--- config.mk ---
export PLATFORM = sky130hd
export DESIGN_NAME = circular_deque_sort_reverse_top_flat
export DESIGN_NICKNAME = d
export VERILOG_FILES = /design/src/rtl/core/cdsr_pkg.sv /design/src/rtl/core/cdsr_in_if.sv /design/src/rtl/core/cdsr_out_if.sv /design/src/rtl/core/circular_deque_sort_reverse_top.sv /design/src/rtl/core/cdsr_mem.sv /design/src/rtl/core/cdsr_obuf.sv /design/src/rtl/core/cdsr_seq.sv /design/src/flat_wrapper.sv
export SDC_FILE = /design/constraint.sdc
export NUM_CORES = 1
export LEC_CHECK = 0
export BUFFER_PORTS_ARGS = -buffer_cell sky130_fd_sc_hd__buf_4
export CORE_MARGIN = 4
export CORE_UTILIZATION = 30
export CTS_CLUSTER_SIZE = 28
export DETAILED_ROUTE_END_ITERATION = 10
export HOLD_SLACK_MARGIN = 0.02
export SYNTH_ARGS = -nofsm -noshare
export SYNTH_HDL_FRONTEND = slang
export SYNTH_SLANG_ARGS = --single-unit
--- constraint.sdc ---
create_clock -name clk_i -period 16.7 [get_ports clk_i]
set_clock_uncertainty 0.15 [all_clocks]
set_input_delay 1.67 -clock clk_i [delete_from_list [all_inputs] [get_ports clk_i]]
set_output_delay 1.67 -clock clk_i [all_outputs]
set_load 0.03 [all_outputs]
--- src/rtl/core/cdsr_pkg.sv ---
// Shared types and constants for the circular deque with sort and reverse.
`timescale 1ns / 1ps
package cdsr_pkg;

  localparam int unsigned DEF_CAPACITY = 16;
  localparam int unsigned DATA_W       = 32;
  localparam int unsigned ACT_W        = 3;
  localparam int unsigned CNT_OUT_W    = 5;

  typedef enum logic [ACT_W-1:0] {
    ACT_INS_FRONT = 3'd0,
    ACT_INS_REAR  = 3'd1,
    ACT_DEL_FRONT = 3'd2,
    ACT_DEL_REAR  = 3'd3,
    ACT_REVERSE   = 3'd4,
    ACT_SORT      = 3'd5,
    ACT_DUMP      = 3'd6
  } action_e;

  typedef enum logic [1:0] {
    ST_OK    = 2'd0,
    ST_EMPTY = 2'd1,
    ST_FULL  = 2'd2
  } status_e;

  typedef struct packed {
    logic signed [DATA_W-1:0] data;
    status_e                  status;
    logic                     last;
    logic [CNT_OUT_W-1:0]     count;
  } res_t;

endpackage

--- src/rtl/core/cdsr_in_if.sv ---
// Request channel: action and value with valid/ready.
`timescale 1ns / 1ps
interface cdsr_in_if import cdsr_pkg::*; ();
  logic                     valid;
  logic                     ready;
  logic [ACT_W-1:0]         action;
  logic signed [DATA_W-1:0] value;

  modport source (output valid, output action, output value, input ready);
  modport sink   (input valid, input action, input value, output ready);
endinterface

--- src/rtl/core/cdsr_out_if.sv ---
// Result channel: data, status, last flag and count with valid/ready.
`timescale 1ns / 1ps
interface cdsr_out_if import cdsr_pkg::*; ();
  logic                     valid;
  logic                     ready;
  logic signed [DATA_W-1:0] data_out;
  logic [1:0]               status;
  logic                     last;
  logic [CNT_OUT_W-1:0]     count;

  modport source (output valid, output data_out, output status, output last, output count,
                  input ready);
  modport sink   (input valid, input data_out, input status, input last, input count,
                  output ready);
endinterface

--- src/rtl/core/circular_deque_sort_reverse_top.sv ---
// Top level of the circular deque with sort and reverse.
// Inserts and deletes each give one result; a dump gives one entry a cycle while the output register is free.
// Reverse of n >= 2 entries swaps pairs from both ends inward; sort runs bubble passes until a
// pass makes no swap, up to n passes; with fewer than two entries either just returns a result.
// The entry store has a single read port and a single write port.
// One request is in flight at a time; a new request is taken while a result waits at the output.
// Reset clears pointers, count and control; the entry store holds no reset and needs no sweep.
`timescale 1ns / 1ps
module circular_deque_sort_reverse_top import cdsr_pkg::*; #(
  parameter int unsigned CAPACITY = DEF_CAPACITY
) (
  input  logic        clk_i,
  input  logic        rst_ni,
  cdsr_in_if.sink     in_i,
  cdsr_out_if.source  out_o
);

  localparam int unsigned IW = $clog2(CAPACITY);

  logic                     mem_re, mem_we;
  logic [IW-1:0]            mem_raddr, mem_waddr;
  logic signed [DATA_W-1:0] mem_rdata, mem_wdata;
  logic                     res_free, res_push;
  res_t                     res;

  cdsr_seq #(
    .CAPACITY (CAPACITY)
  ) u_seq (
    .clk_i       (clk_i),
    .rst_ni      (rst_ni),
    .in_i        (in_i),
    .mem_re_o    (mem_re),
    .mem_raddr_o (mem_raddr),
    .mem_rdata_i (mem_rdata),
    .mem_we_o    (mem_we),
    .mem_waddr_o (mem_waddr),
    .mem_wdata_o (mem_wdata),
    .res_free_i  (res_free),
    .res_push_o  (res_push),
    .res_o       (res)
  );

  cdsr_mem #(
    .DEPTH (CAPACITY)
  ) u_mem (
    .clk_i   (clk_i),
    .re_i    (mem_re),
    .raddr_i (mem_raddr),
    .rdata_o (mem_rdata),
    .we_i    (mem_we),
    .waddr_i (mem_waddr),
    .wdata_i (mem_wdata)
  );

  cdsr_obuf u_obuf (
    .clk_i  (clk_i),
    .rst_ni (rst_ni),
    .push_i (res_push),
    .res_i  (res),
    .free_o (res_free),
    .out_o  (out_o)
  );

  a_no_rw_collision : assert property (@(posedge clk_i) disable iff (!rst_ni)
    (mem_re && mem_we) |-> (mem_raddr != mem_waddr))
    else $error("read and write to the same entry in one cycle");

  a_push_when_free : assert property (@(posedge clk_i) disable iff (!rst_ni)
    res_push |-> res_free)
    else $error("result pushed while output register is occupied");

  a_idle_no_write : assert property (@(posedge clk_i) disable iff (!rst_ni)
    in_i.ready |-> (!mem_we && !res_push))
    else $error("store write or result while taking a new request");

  a_result_after_work : assert property (@(posedge clk_i) disable iff (!rst_ni)
    (in_i.valid && in_i.ready) |=> !in_i.ready)
    else $error("request taken without leaving idle");

endmodule

--- src/rtl/core/cdsr_mem.sv ---
// Entry store: one write port, one read port with registered read data.
`timescale 1ns / 1ps
module cdsr_mem import cdsr_pkg::*; #(
  parameter int unsigned DEPTH = DEF_CAPACITY
) (
  input  logic                             clk_i,
  input  logic                             re_i,
  input  logic [$clog2(DEPTH)-1:0]         raddr_i,
  output logic signed [DATA_W-1:0]         rdata_o,
  input  logic                             we_i,
  input  logic [$clog2(DEPTH)-1:0]         waddr_i,
  input  logic signed [DATA_W-1:0]         wdata_i
);

  logic signed [DATA_W-1:0] mem_q [DEPTH];
  logic signed [DATA_W-1:0] rdata_q;

  always_ff @(posedge clk_i) begin
    if (we_i) begin
      mem_q[waddr_i] <= wdata_i;
    end
  end

  always_ff @(posedge clk_i) begin
    if (re_i) begin
      rdata_q <= mem_q[raddr_i];
    end
  end

  assign rdata_o = rdata_q;

endmodule

--- src/rtl/core/cdsr_obuf.sv ---
// Result register between the sequencer and the result channel.
`timescale 1ns / 1ps
module cdsr_obuf import cdsr_pkg::*; (
  input  logic              clk_i,
  input  logic              rst_ni,
  input  logic              push_i,
  input  res_t              res_i,
  output logic              free_o,
  cdsr_out_if.source        out_o
);

  logic valid_q, valid_d;
  res_t res_q;

  assign free_o = !valid_q || out_o.ready;

  always_comb begin
    valid_d = valid_q;
    if (push_i) begin
      valid_d = 1'b1;
    end else if (out_o.ready) begin
      valid_d = 1'b0;
    end
  end

  always_ff @(posedge clk_i or negedge rst_ni) begin
    if (!rst_ni) begin
      valid_q <= 1'b0;
    end else begin
      valid_q <= valid_d;
    end
  end

  always_ff @(posedge clk_i) begin
    if (push_i) begin
      res_q <= res_i;
    end
  end

  assign out_o.valid    = valid_q;
  assign out_o.data_out = res_q.data;
  assign out_o.status   = res_q.status;
  assign out_o.last     = res_q.last;
  assign out_o.count    = res_q.count;

endmodule

--- src/rtl/core/cdsr_seq.sv ---
// Sequencer: ring pointers, action decode and read-modify-write walks of the store.
`timescale 1ns / 1ps
module cdsr_seq import cdsr_pkg::*; #(
  parameter int unsigned CAPACITY = DEF_CAPACITY
) (
  input  logic                             clk_i,
  input  logic                             rst_ni,
  cdsr_in_if.sink                          in_i,
  output logic                             mem_re_o,
  output logic [$clog2(CAPACITY)-1:0]      mem_raddr_o,
  input  logic signed [DATA_W-1:0]         mem_rdata_i,
  output logic                             mem_we_o,
  output logic [$clog2(CAPACITY)-1:0]      mem_waddr_o,
  output logic signed [DATA_W-1:0]         mem_wdata_o,
  input  logic                             res_free_i,
  output logic                             res_push_o,
  output res_t                             res_o
);

  localparam int unsigned IW = $clog2(CAPACITY);
  localparam int unsigned CW = $clog2(CAPACITY + 1);

  typedef enum logic [11:0] {
    S_IDLE      = 12'b0000_0000_0001,
    S_EXEC      = 12'b0000_0000_0010,
    S_DEL       = 12'b0000_0000_0100,
    S_REV_A     = 12'b0000_0000_1000,
    S_REV_B     = 12'b0000_0001_0000,
    S_REV_W1    = 12'b0000_0010_0000,
    S_REV_W2    = 12'b0000_0100_0000,
    S_SORT_LOAD = 12'b0000_1000_0000,
    S_SORT_CMP  = 12'b0001_0000_0000,
    S_SORT_END  = 12'b0010_0000_0000,
    S_DUMP      = 12'b0100_0000_0000,
    S_FIN       = 12'b1000_0000_0000
  } state_e;

  state_e                   state_q, state_d;
  logic [IW-1:0]            head_q, head_d;
  logic [CW-1:0]            cnt_q, cnt_d;
  logic [IW-1:0]            ptr_q, ptr_d;
  logic [IW-1:0]            hi_q, hi_d;
  logic signed [DATA_W-1:0] tmp_q, tmp_d;
  logic                     swp_q, swp_d;
  logic [ACT_W-1:0]         act_q;
  logic signed [DATA_W-1:0] val_q;

  logic [IW-1:0] roff, woff;
  logic [CW-1:0] cnt_m1, cnt_p1;
  logic          full, empty, few, is_end;

  function automatic logic [IW-1:0] ring(input logic [IW-1:0] base, input logic [IW-1:0] off);
    logic [IW:0] sum;
    sum = {1'b0, base} + {1'b0, off};
    if (sum >= (IW+1)'(CAPACITY)) begin
      sum = sum - (IW+1)'(CAPACITY);
    end
    return sum[IW-1:0];
  endfunction

  assign cnt_m1 = cnt_q - 1'b1;
  assign cnt_p1 = cnt_q + 1'b1;
  assign full   = (cnt_q == CW'(CAPACITY));
  assign empty  = (cnt_q == '0);
  assign few    = (cnt_q < CW'(2));
  assign is_end = (CW'(ptr_q) == cnt_m1);

  assign in_i.ready  = (state_q == S_IDLE);
  assign mem_raddr_o = ring(head_q, roff);
  assign mem_waddr_o = ring(head_q, woff);

  always_comb begin
    state_d     = state_q;
    head_d      = head_q;
    cnt_d       = cnt_q;
    ptr_d       = ptr_q;
    hi_d        = hi_q;
    tmp_d       = tmp_q;
    swp_d       = swp_q;
    mem_re_o    = 1'b0;
    roff        = '0;
    mem_we_o    = 1'b0;
    woff        = '0;
    mem_wdata_o = val_q;
    res_push_o  = 1'b0;
    res_o       = '{data: '0, status: ST_OK, last: 1'b1, count: CNT_OUT_W'(cnt_q)};

    case (state_q)
      S_IDLE: begin
        if (in_i.valid) begin
          state_d = S_EXEC;
        end
      end

      S_EXEC: begin
        case (act_q)
          ACT_INS_FRONT, ACT_INS_REAR: begin
            if (res_free_i) begin
              res_push_o = 1'b1;
              state_d    = S_IDLE;
              if (full) begin
                res_o.status = ST_FULL;
              end else begin
                mem_we_o    = 1'b1;
                woff        = (act_q == ACT_INS_FRONT) ? IW'(CAPACITY - 1) : cnt_q[IW-1:0];
                cnt_d       = cnt_p1;
                res_o.count = CNT_OUT_W'(cnt_p1);
                if (act_q == ACT_INS_FRONT) begin
                  head_d = mem_waddr_o;
                end
              end
            end
          end
          ACT_DEL_FRONT, ACT_DEL_REAR: begin
            if (empty) begin
              if (res_free_i) begin
                res_push_o   = 1'b1;
                res_o.status = ST_EMPTY;
                state_d      = S_IDLE;
              end
            end else begin
              mem_re_o = 1'b1;
              roff     = (act_q == ACT_DEL_FRONT) ? '0 : cnt_m1[IW-1:0];
              state_d  = S_DEL;
            end
          end
          ACT_REVERSE: begin
            if (few) begin
              state_d = S_FIN;
            end else begin
              ptr_d   = '0;
              hi_d    = cnt_m1[IW-1:0];
              state_d = S_REV_A;
            end
          end
          ACT_SORT: begin
            if (few) begin
              state_d = S_FIN;
            end else begin
              mem_re_o = 1'b1;
              roff     = '0;
              swp_d    = 1'b0;
              state_d  = S_SORT_LOAD;
            end
          end
          ACT_DUMP: begin
            if (empty) begin
              if (res_free_i) begin
                res_push_o   = 1'b1;
                res_o.status = ST_EMPTY;
                state_d      = S_IDLE;
              end
            end else begin
              mem_re_o = 1'b1;
              roff     = '0;
              ptr_d    = '0;
              state_d  = S_DUMP;
            end
          end
          default: begin
            state_d = S_FIN;
          end
        endcase
      end

      S_DEL: begin
        if (res_free_i) begin
          res_push_o  = 1'b1;
          res_o.data  = mem_rdata_i;
          res_o.count = CNT_OUT_W'(cnt_m1);
          cnt_d       = cnt_m1;
          if (act_q == ACT_DEL_FRONT) begin
            head_d = ring(head_q, IW'(1));
          end
          state_d = S_IDLE;
        end
      end

      S_REV_A: begin
        if (ptr_q < hi_q) begin
          mem_re_o = 1'b1;
          roff     = ptr_q;
          state_d  = S_REV_B;
        end else begin
          state_d = S_FIN;
        end
      end

      S_REV_B: begin
        mem_re_o = 1'b1;
        roff     = hi_q;
        tmp_d    = mem_rdata_i;
        state_d  = S_REV_W1;
      end

      S_REV_W1: begin
        mem_we_o    = 1'b1;
        woff        = ptr_q;
        mem_wdata_o = mem_rdata_i;
        state_d     = S_REV_W2;
      end

      S_REV_W2: begin
        mem_we_o    = 1'b1;
        woff        = hi_q;
        mem_wdata_o = tmp_q;
        ptr_d       = ptr_q + 1'b1;
        hi_d        = hi_q - 1'b1;
        state_d     = S_REV_A;
      end

      S_SORT_LOAD: begin
        tmp_d    = mem_rdata_i;
        mem_re_o = 1'b1;
        roff     = IW'(1);
        ptr_d    = IW'(1);
        state_d  = S_SORT_CMP;
      end

      // tmp_q carries the element bubbling toward the tail; its slot is written at pass end
      S_SORT_CMP: begin
        mem_we_o = 1'b1;
        woff     = ptr_q - 1'b1;
        if (tmp_q > mem_rdata_i) begin
          mem_wdata_o = mem_rdata_i;
          swp_d       = 1'b1;
        end else begin
          mem_wdata_o = tmp_q;
          tmp_d       = mem_rdata_i;
        end
        if (is_end) begin
          state_d = S_SORT_END;
        end else begin
          mem_re_o = 1'b1;
          roff     = ptr_q + 1'b1;
          ptr_d    = ptr_q + 1'b1;
        end
      end

      S_SORT_END: begin
        mem_we_o    = 1'b1;
        woff        = cnt_m1[IW-1:0];
        mem_wdata_o = tmp_q;
        if (swp_q) begin
          swp_d    = 1'b0;
          mem_re_o = 1'b1;
          roff     = '0;
          state_d  = S_SORT_LOAD;
        end else begin
          state_d = S_FIN;
        end
      end

      S_DUMP: begin
        if (res_free_i) begin
          res_push_o = 1'b1;
          res_o.data = mem_rdata_i;
          res_o.last = is_end;
          if (is_end) begin
            state_d = S_IDLE;
          end else begin
            mem_re_o = 1'b1;
            roff     = ptr_q + 1'b1;
            ptr_d    = ptr_q + 1'b1;
          end
        end
      end

      S_FIN: begin
        if (res_free_i) begin
          res_push_o = 1'b1;
          state_d    = S_IDLE;
        end
      end

      default: begin
        state_d = S_IDLE;
      end
    endcase
  end

  always_ff @(posedge clk_i or negedge rst_ni) begin
    if (!rst_ni) begin
      state_q <= S_IDLE;
      head_q  <= '0;
      cnt_q   <= '0;
      ptr_q   <= '0;
      hi_q    <= '0;
      swp_q   <= 1'b0;
    end else begin
      state_q <= state_d;
      head_q  <= head_d;
      cnt_q   <= cnt_d;
      ptr_q   <= ptr_d;
      hi_q    <= hi_d;
      swp_q   <= swp_d;
    end
  end

  always_ff @(posedge clk_i) begin
    tmp_q <= tmp_d;
    if (in_i.valid && in_i.ready) begin
      act_q <= in_i.action;
      val_q <= in_i.value;
    end
  end

endmodule
--- src/flat_wrapper.sv ---
// flat-port wrapper written by rule: the top's interface ports become plain ports
module circular_deque_sort_reverse_top_flat import cdsr_pkg::*;
#(
  parameter int unsigned CAPACITY = DEF_CAPACITY
)
  (clk_i, rst_ni, in_i_valid, in_i_action, in_i_value, in_i_ready, out_o_valid, out_o_data_out, out_o_status, out_o_last, out_o_count, out_o_ready);
  cdsr_in_if in_i_i ();
  cdsr_out_if out_o_i ();
  input  logic clk_i;
  input  logic rst_ni;
  input wire logic [$bits(in_i_i.valid)-1:0] in_i_valid;
  input wire logic [$bits(in_i_i.action)-1:0] in_i_action;
  input wire logic [$bits(in_i_i.value)-1:0] in_i_value;
  output wire logic [$bits(in_i_i.ready)-1:0] in_i_ready;
  output wire logic [$bits(out_o_i.valid)-1:0] out_o_valid;
  output wire logic [$bits(out_o_i.data_out)-1:0] out_o_data_out;
  output wire logic [$bits(out_o_i.status)-1:0] out_o_status;
  output wire logic [$bits(out_o_i.last)-1:0] out_o_last;
  output wire logic [$bits(out_o_i.count)-1:0] out_o_count;
  input wire logic [$bits(out_o_i.ready)-1:0] out_o_ready;
  assign in_i_i.valid = in_i_valid;
  assign in_i_i.action = in_i_action;
  assign in_i_i.value = in_i_value;
  assign in_i_ready = in_i_i.ready;
  assign out_o_valid = out_o_i.valid;
  assign out_o_data_out = out_o_i.data_out;
  assign out_o_status = out_o_i.status;
  assign out_o_last = out_o_i.last;
  assign out_o_count = out_o_i.count;
  assign out_o_i.ready = out_o_ready;
  circular_deque_sort_reverse_top #(.CAPACITY(CAPACITY)) u_core (.clk_i(clk_i), .rst_ni(rst_ni), .in_i(in_i_i), .out_o(out_o_i));
endmodule
==> flow_summary.yaml, run 1 <==
final_layout:
  syn_to_final_growth_pct: 16.28
  layout-drive-gt1-share_pct: 21.59
  final_common_cell: "edfxtp_1"
  final_cell_mix: "edfxtp_1, nand3_1, mux4_2"
  antenna_cells: 0
  nFillCells: 8842
  post-route-util_pct: 35.39
  nets: 1884
clock_tree:
  ctsLongestPathBuffers: 3
  cts-resized-gates: 0
  clkTransAtPathRegs_ns: 0.06
  clock-sinks: 682
  htreeDepth: 3
  cts-buffers-inserted: 71
  clock-root-buffer: "clkbuf_16"
  cts_hold_buffers: 0
  cts_setup_buffers: 0
  cts_tree: "done"
  clk_latency_ns: 0.63
setup_path:
  cp_max_fo: 48
  cpLargestDelayFamily: "adder cells"
  r2r_setup_slack_ns: 10.60
  critPathArrivalTime_ns: 6.30
  cp-endpoint: "u_core.u_mem.rdata_o[12]$_DFFE_PP_"
  critPathLaunchType: "register"
  cp-end-kind: "register"
  cp_num_buf_inv: 2
  r2r-end: "u_core.u_mem.rdata_o[12]$_DFFE_PP_"
  cp.required_ns: 16.89
  slowest_delay_ns: 1.17
  slowest_stage: "fa_4"
  startpoint: "u_core.u_seq.cnt_q[0]$_DFF_PN0_"
  reg2reg_depth: 15
  rr_startpoint: "u_core.u_seq.cnt_q[0]$_DFF_PN0_"
  critPathKind: "reg2reg"
  worst-path-stages: 15
  path_cells: "inv_1 > ha_1 > o21ba_2 > a221oi_1 > o2111ai_1 > o21ai_0 > nand2_1 > o21ai_0 > o2111ai_1 > ha_4 > fa_4 > buf_4 > mux4_2 > nand3_1 > nand4_1"
yosys:
  synth_top_cell_area_share_pct: 68.41
  ys_seq_area_share_pct: 71.13
  yosys_most_used_dff: "edfxtp_1"
  syn-mean-instance-area_sq_um: 16.80
  syn_nets: 1789
  syn_inst: 1701
  ys_async_sr_fraction_pct: 4.545
  yosysTopAreaCell: "edfxtp_1"
  ys_ff_latch: 682
  syn_area_sq_um: 28570
  yosys_warnings: 0
  synth_edf_count: 651
  synth_cell_type_count: 78
  netlist_top_cells_area: "edfxtp_1, mux4_2, nand3_1, dfrtp_1, ha_1"
grt:
  antenna_found_initial: 3
  grt_pass1_wl_microns: 111000
  grt_pass1_vias: 16490
  grt_max_degree: 84
  grt_remaining_overflow: 0
  track_usage_pct: 14.92
floorplanning:
  die_y_microns: 316.6
  ios: 81
  core_region_area_sq_um: 93890
  dieWidth_microns: 316.6
  die_area_sq_um: 100300
  start_util_pct: 30.43
  rows: 112
min_path:
  worstHoldPathCells: 0
  hp-class: "reg2reg"
timing:
  fin_ws_ns: 10.60
  min_period_over_period_pct: 36.55
  hold_violations: 0
  finalSetupTns_ns: 0
  rsz0062_at_grt: "false"
  slew_viol_final: 0
  setup_viol: 0
  period_minus_slack_ns: 6.105
  relSlewSlack_pct: 20.00
  worst_pin_slew_ns: 1.183
  fmax_mhz: 163.8
route:
  viasPerCell: 5.321
  dr_total_vias: 16530
  drt_first_pass_iters: 5
  drtAntennaViolNets: 0
  drc_errors: 0
  drtIter0Drc: 1997
  wire_per_inst_microns: 24.17
  finalWirelength_microns: 75090
status:
  status: "completed"
power_and_ir_drop:
  p_per_area_nw_per_um2: 152.4
  leakage_uw: 0.01103
  peakVddDrop_mv: 0.1232
placement:
  dp_hpwl_microns: 42550
  portBuffers: 80
  place_ws_ns: 10.30
  place_congestion: 0.8679
job:
  cap_violations: 0
-- logic make-up (layout without fill, tap and decap cells) --
group | after synthesis | after routing | share of synthesized area [%]
compound gates | 196 | 196 | 5.009
xor+xnor | 16 | 16 | 0.5649
fa+ha+maj | 49 | 49 | 2.198
buf+inv | 149 | 301 | 2.089
flops | 682 | 682 | 71.13
mux | 129 | 129 | 10.12
simple gates | 480 | 480 | 8.884
-- Yosys cell counts, types with 24 or more instances --
cell and number:
clkbuf_1 70, nand2_1 112, nand4_1 51, buf_2 24
nand3_1 152, and2_1 36, a221o_1 32, inv_1 50
dfrtp_1 30, o21ai_0 30, a22oi_1 36, a21oi_1 33
mux4_2 128, ha_1 47, edfxtp_1 651, nor2_1 32
-- stage by stage --
step | cells | hold WS, ns | power, uW | area, sq um
floorplan | 1701 | 0.3315 | 3100 | 28570
global route | 3107 | 0.4106 | 5305 | 33230
CTS | 3107 | 0.3842 | 5119 | 33230
finish | 3107 | 0.3767 | 5064 | 33230
global placement | 2977 | 0.3563 | 3479 | 30860
detailed placement | 2977 | 0.3707 | 3502 | 30860
-- metal layers --
layer,track usage (%),vias to the layer above,wire [microns]
met2,23.25,754,34710
li1,-,7078,-
met1,21.88,8597,33320
met3,2.555,103,5618
met5,0,-,0
met4,3.568,0,1441
-- worst reg2reg max path, stage by stage, from the launching register on --
cell	delay, ns
dfrtp_1	0.62
inv_1	0.16
ha_1	0.36
o21ba_2	0.26
a221oi_1	0.27
o2111ai_1	0.38
o21ai_0	0.35
nand2_1	0.10
o21ai_0	0.11
o2111ai_1	0.25
ha_4	0.25
fa_4	1.17
buf_4	0.72
mux4_2	0.46
nand3_1	0.10
nand4_1	0.15
-- report_power, final --
part,internal [uW],switching (uW)
Sequential,2080,92.5
Combinational,500,786
Clock,933,676
-- worst min path at each step --
stage                                       from                             endpoint  slack (ns)
2_1_floorplan     u_core.u_seq.swp_q$_DFFE_PN0P_  u_core.u_seq.state_q[7]$_DFFE_PN0P_        0.33
3_3_place_gp   u_core.u_mem.rdata_o[2]$_DFFE_PP_      u_core.u_seq.tmp_q[2]$_DFFE_PP_        0.36
3_5_place_dp   u_core.u_mem.rdata_o[2]$_DFFE_PP_      u_core.u_seq.tmp_q[2]$_DFFE_PP_        0.37
4_1_cts        u_core.u_mem.rdata_o[2]$_DFFE_PP_      u_core.u_seq.tmp_q[2]$_DFFE_PP_        0.38
5_1_grt        u_core.u_mem.rdata_o[4]$_DFFE_PP_      u_core.u_seq.tmp_q[4]$_DFFE_PP_        0.41
6_report       u_core.u_mem.rdata_o[2]$_DFFE_PP_      u_core.u_seq.tmp_q[2]$_DFFE_PP_        0.38
-- layout make-up --
type / count / area (sq um) / share of cell area, %
timing repair buffer: 121 / 920.9 / 2.771
tap: 1254 / 1569 / 4.722
multi-input combinational: 870 / 7859 / 23.65
inverter: 50 / 187.7 / 0.5648
clock buffer: 84 / 1826 / 5.494
clock inverter: 46 / 540.5 / 1.627
sequential: 682 / 20330 / 61.17
-- registers in the layout, summed over array words and instances, names as in the netlist, 2 cells and up --
register	cells
u_core.u_mem.mem_q	512
u_core.u_mem.rdata_o	32
u_core.u_seq.cnt_q	5
u_core.u_seq.head_q	4
u_core.u_seq.state_q	12
u_core.u_seq.tmp_q	32
u_core.u_seq.val_q	32
u_core.u_obuf.out_o.data_out	32
u_core.u_obuf.out_o.count	5
u_core.u_seq.hi_q	4
u_core.u_obuf.out_o.status	2
u_core.u_seq.act_q	3
u_core.u_seq.ptr_q	4
(Power assumes the default switching activity.)
==> inputs of run 2 (changes only) <==
--- a/config.mk
+++ b/config.mk
@@ -5,6 +5,7 @@
 export SDC_FILE = /design/constraint.sdc
 export NUM_CORES = 1
 export LEC_CHECK = 0
+export ABC_AREA = 1
 export BUFFER_PORTS_ARGS = -buffer_cell sky130_fd_sc_hd__buf_4
 export CORE_MARGIN = 4
 export CORE_UTILIZATION = 30
==> constraint.sdc (replaced) <==
create_clock -name clk_i -period 6.2 [get_ports clk_i]
set_clock_uncertainty 0.15 [all_clocks]
set_input_delay 0.62 -clock clk_i [delete_from_list [all_inputs] [get_ports clk_i]]
set_output_delay 0.62 -clock clk_i [all_outputs]
set_load 0.03 [all_outputs]
==> run 2 against run 1 <==
- cell count up 25%
- critical path depth rose by 3
- flip-flop and latch count unchanged
- global-route usage shrank 0.13 points
- hold slack worse by 0.32 ns
- critical path type unchanged
==> flow_summary.yaml, run 2 <==
min_path:
  hp-class: "in2reg"
  worstHoldPathCells: 1
  holdPathEnd: "u_core.u_seq.val_q[30]$_DFFE_PP_"
  min-delay-start: "in_i_value[30]"
final_layout:
  syn_to_final_growth_pct: 16.79
  nets: 2648
  antenna_cells: 0
  nFillCells: 9279
  post-route-util_pct: 35.39
  largest_reg_flops: 512
  final_common_cell: "edfxtp_1"
  final_cell_mix: "edfxtp_1, nand2_1, nor2_1"
  layoutNonFillerInstCount: 3885
  top_register: "u_core.u_mem.mem_q"
  layout-drive-gt1-share_pct: 12.73
clock_tree:
  clock-sinks: 682
  clock-root-buffer: "clkbuf_16"
  cts-buffers-inserted: 71
  htreeDepth: 3
  clkTransAtPathRegs_ns: 0.06
  ctsLongestPathBuffers: 3
  cts_tree: "done"
  clk_latency_ns: 0.62
power_and_ir_drop:
  p_total_uw: 12870
  leakage_uw: 0.01237
  peakVddDrop_mv: 0.1894
  p_per_area_nw_per_um2: 375.5
setup_path:
  rr_startpoint: "u_core.u_seq.state_q[9]$_DFFE_PN0P_"
  r2r_setup_slack_ns: 1.33
  critPathArrivalTime_ns: 5.03
  r2r-end: "u_core.u_mem.mem_q[15][21]$_DFFE_PP_"
  critPathLaunchType: "register"
  cp-end-kind: "register"
  cp.required_ns: 6.37
  cp_max_fo: 25
  critPathKind: "reg2reg"
  reg2reg_depth: 18
timing:
  fmax_mhz: 205.5
  finalSetupTns_ns: 0
  rsz0062_at_grt: "false"
  relSlewSlack_pct: 11.63
  slew_viol_final: 0
  hold_violations: 0
  min_period_over_period_pct: 78.48
  worst_pin_slew_ns: 1.326
  period_minus_slack_ns: 4.866
  setup_viol: 0
route:
  drtIter0Drc: 2069
  drc_errors: 0
  drt_first_pass_iters: 5
  dr_total_vias: 19770
  viasPerCell: 5.089
  drtAntennaViolNets: 0
  finalWirelength_microns: 77850
  wire_per_inst_microns: 20.04
yosys:
  syn-mean-instance-area_sq_um: 12.03
  post-synth-top-count-cell: "edfxtp_1"
  syn_inst: 2440
  syn_nets: 2528
  netlist_top_cells_area: "edfxtp_1, nand2_1, o21ai_0, nor2_1, dfrtp_1"
  ys_seq_area_share_pct: 69.25
  yosys_warnings: 0
  yosysTopAreaCell: "edfxtp_1"
  ys_async_sr_fraction_pct: 4.545
  synth_top_cell_area_share_pct: 66.61
  synth_cell_type_count: 55
  synth_commonest_cells: "edfxtp_1, nand2_1, nor2_1"
  yosys_most_used_dff: "edfxtp_1"
  synth_edf_count: 651
  syn_area_sq_um: 29350
  ys_ff_latch: 682
floorplanning:
  rows: 114
  die_y_microns: 320.8
  core_region_area_sq_um: 96850
  start_util_pct: 30.30
  die_area_sq_um: 102900
  dieWidth_microns: 320.8
  ios: 81
grt:
  grt_pass1_vias: 19370
  grt_max_degree: 192
  track_usage_pct: 14.80
  grt_remaining_overflow: 0
  antenna_found_initial: 1
  grt_pass1_wl_microns: 118400
placement:
  place_congestion: 0.8472
  dp_hpwl_microns: 47140
  portBuffers: 80
  post-place-cells: 3728
status:
  status: "completed"
job:
  cap_violations: 0
-- run 2: routing by layer --
layer / vias up / wire length, microns / GRT usage, %
li1: 9165 / - / -
met1: 9847 / 34140 / 19.76
met2: 651 / 37970 / 25.28
met3: 107 / 4189 / 1.925
met4: 0 / 1551 / 4.467
met5: - / 0 / 0
-- run 2: worst max-delay path by stage --
| stage | start | to | cells past startpoint |
|---|---|---|---|
| 6_report | u_core.u_seq.state_q[9]$_DFFE_PN0P_ | u_core.u_mem.mem_q[15][21]$_DFFE_PP_ | 18 |
| 5_1_grt | u_core.u_seq.state_q[9]$_DFFE_PN0P_ | u_core.u_mem.rdata_o[18]$_DFFE_PP_ | 18 |
| 4_1_cts | u_core.u_seq.state_q[9]$_DFFE_PN0P_ | u_core.u_mem.mem_q[12][10]$_DFFE_PP_ | 15 |
| 3_5_place_dp | u_core.u_seq.state_q[9]$_DFFE_PN0P_ | u_core.u_mem.mem_q[15][21]$_DFFE_PP_ | 18 |
| 3_3_place_gp | u_core.u_seq.state_q[9]$_DFFE_PN0P_ | u_core.u_mem.mem_q[15][21]$_DFFE_PP_ | 18 |
| 2_1_floorplan | u_core.u_seq.cnt_q[0]$_DFF_PN0_ | u_core.u_mem.mem_q[0][0]$_DFFE_PP_ | 14 |
-- run 2: through the flow --
| stage | setup WS (ns) | instance area [sq um] | hold WS, ns |
|---|---|---|---|
| final | 1.334 | 34280 | 0.05432 |
| after global routing | 0.9905 | 34280 | 0.02935 |
| after CTS | 1.340 | 34280 | 0.02200 |
| after detailed placement | 1.340 | 31750 | 0.3346 |
| after global placement | 1.486 | 31750 | 0.3337 |
| after floorplan | 1.799 | 29350 | 0.1744 |
-- run 2: kinds of logic after synthesis --
| group | after synthesis | share of synthesized area, % |
|---|---|---|
| AOI/OAI and AO/OA | 586 | 12.65 |
| xor gates and xnor gates | 15 | 0.4988 |
| adders and majority gates | 49 | 2.140 |
| buffers and inverters | 292 | 3.914 |
| DFF | 682 | 69.25 |
| muxes | 1 | 0.03411 |
| and+or+nand+nor | 815 | 11.51 |
-- run 2: worst max-delay path: stages (launching register included) --
cell and delay (ns):
dfrtp_1 0.40, nor2_1 0.24, inv_2 0.08, nor2_4 0.12, nand2_2 0.08, nor2_2 0.43, nand2_1 0.33, nor2_2 0.21
o21ai_0 0.11, nand2_1 0.08, ha_1 0.26, a21oi_1 0.15, nand2_1 0.08, xor2_1 0.17, xor2_2 0.21, inv_1 0.08
nand2_1 0.21, nor2_4 0.83, buf_4 0.34
-- run 2: layout make-up --
type	instances	area [sq um]	area share (%)
Timing Repair Buffer	186	1546	4.512
Tap cell	1276	1597	4.658
Clock buffer	92	1918	5.596
Inverter	153	584.3	1.705
Clock inverter	30	260.3	0.7593
Multi-Input combinational cell	1466	8045	23.47
Sequential cell	682	20330	59.30
-- run 2: what timing repair did --
action / 4_1_cts / 5_1_grt
hold buffers: 35 / 0
buffers inserted: 0 / 0
gates resized for setup: 0 / 0
hold endpoints to repair: 64 / 0
-- run 2: report_power, final --
part           leakage (uW)  internal, uW  total, uW  switching [uW]
logic               0.00504           958       3160            2200
clock network       0.00106          2280       4040            1760
registers           0.00628          5510       5670             160
total                0.0124          8750      12900            4120
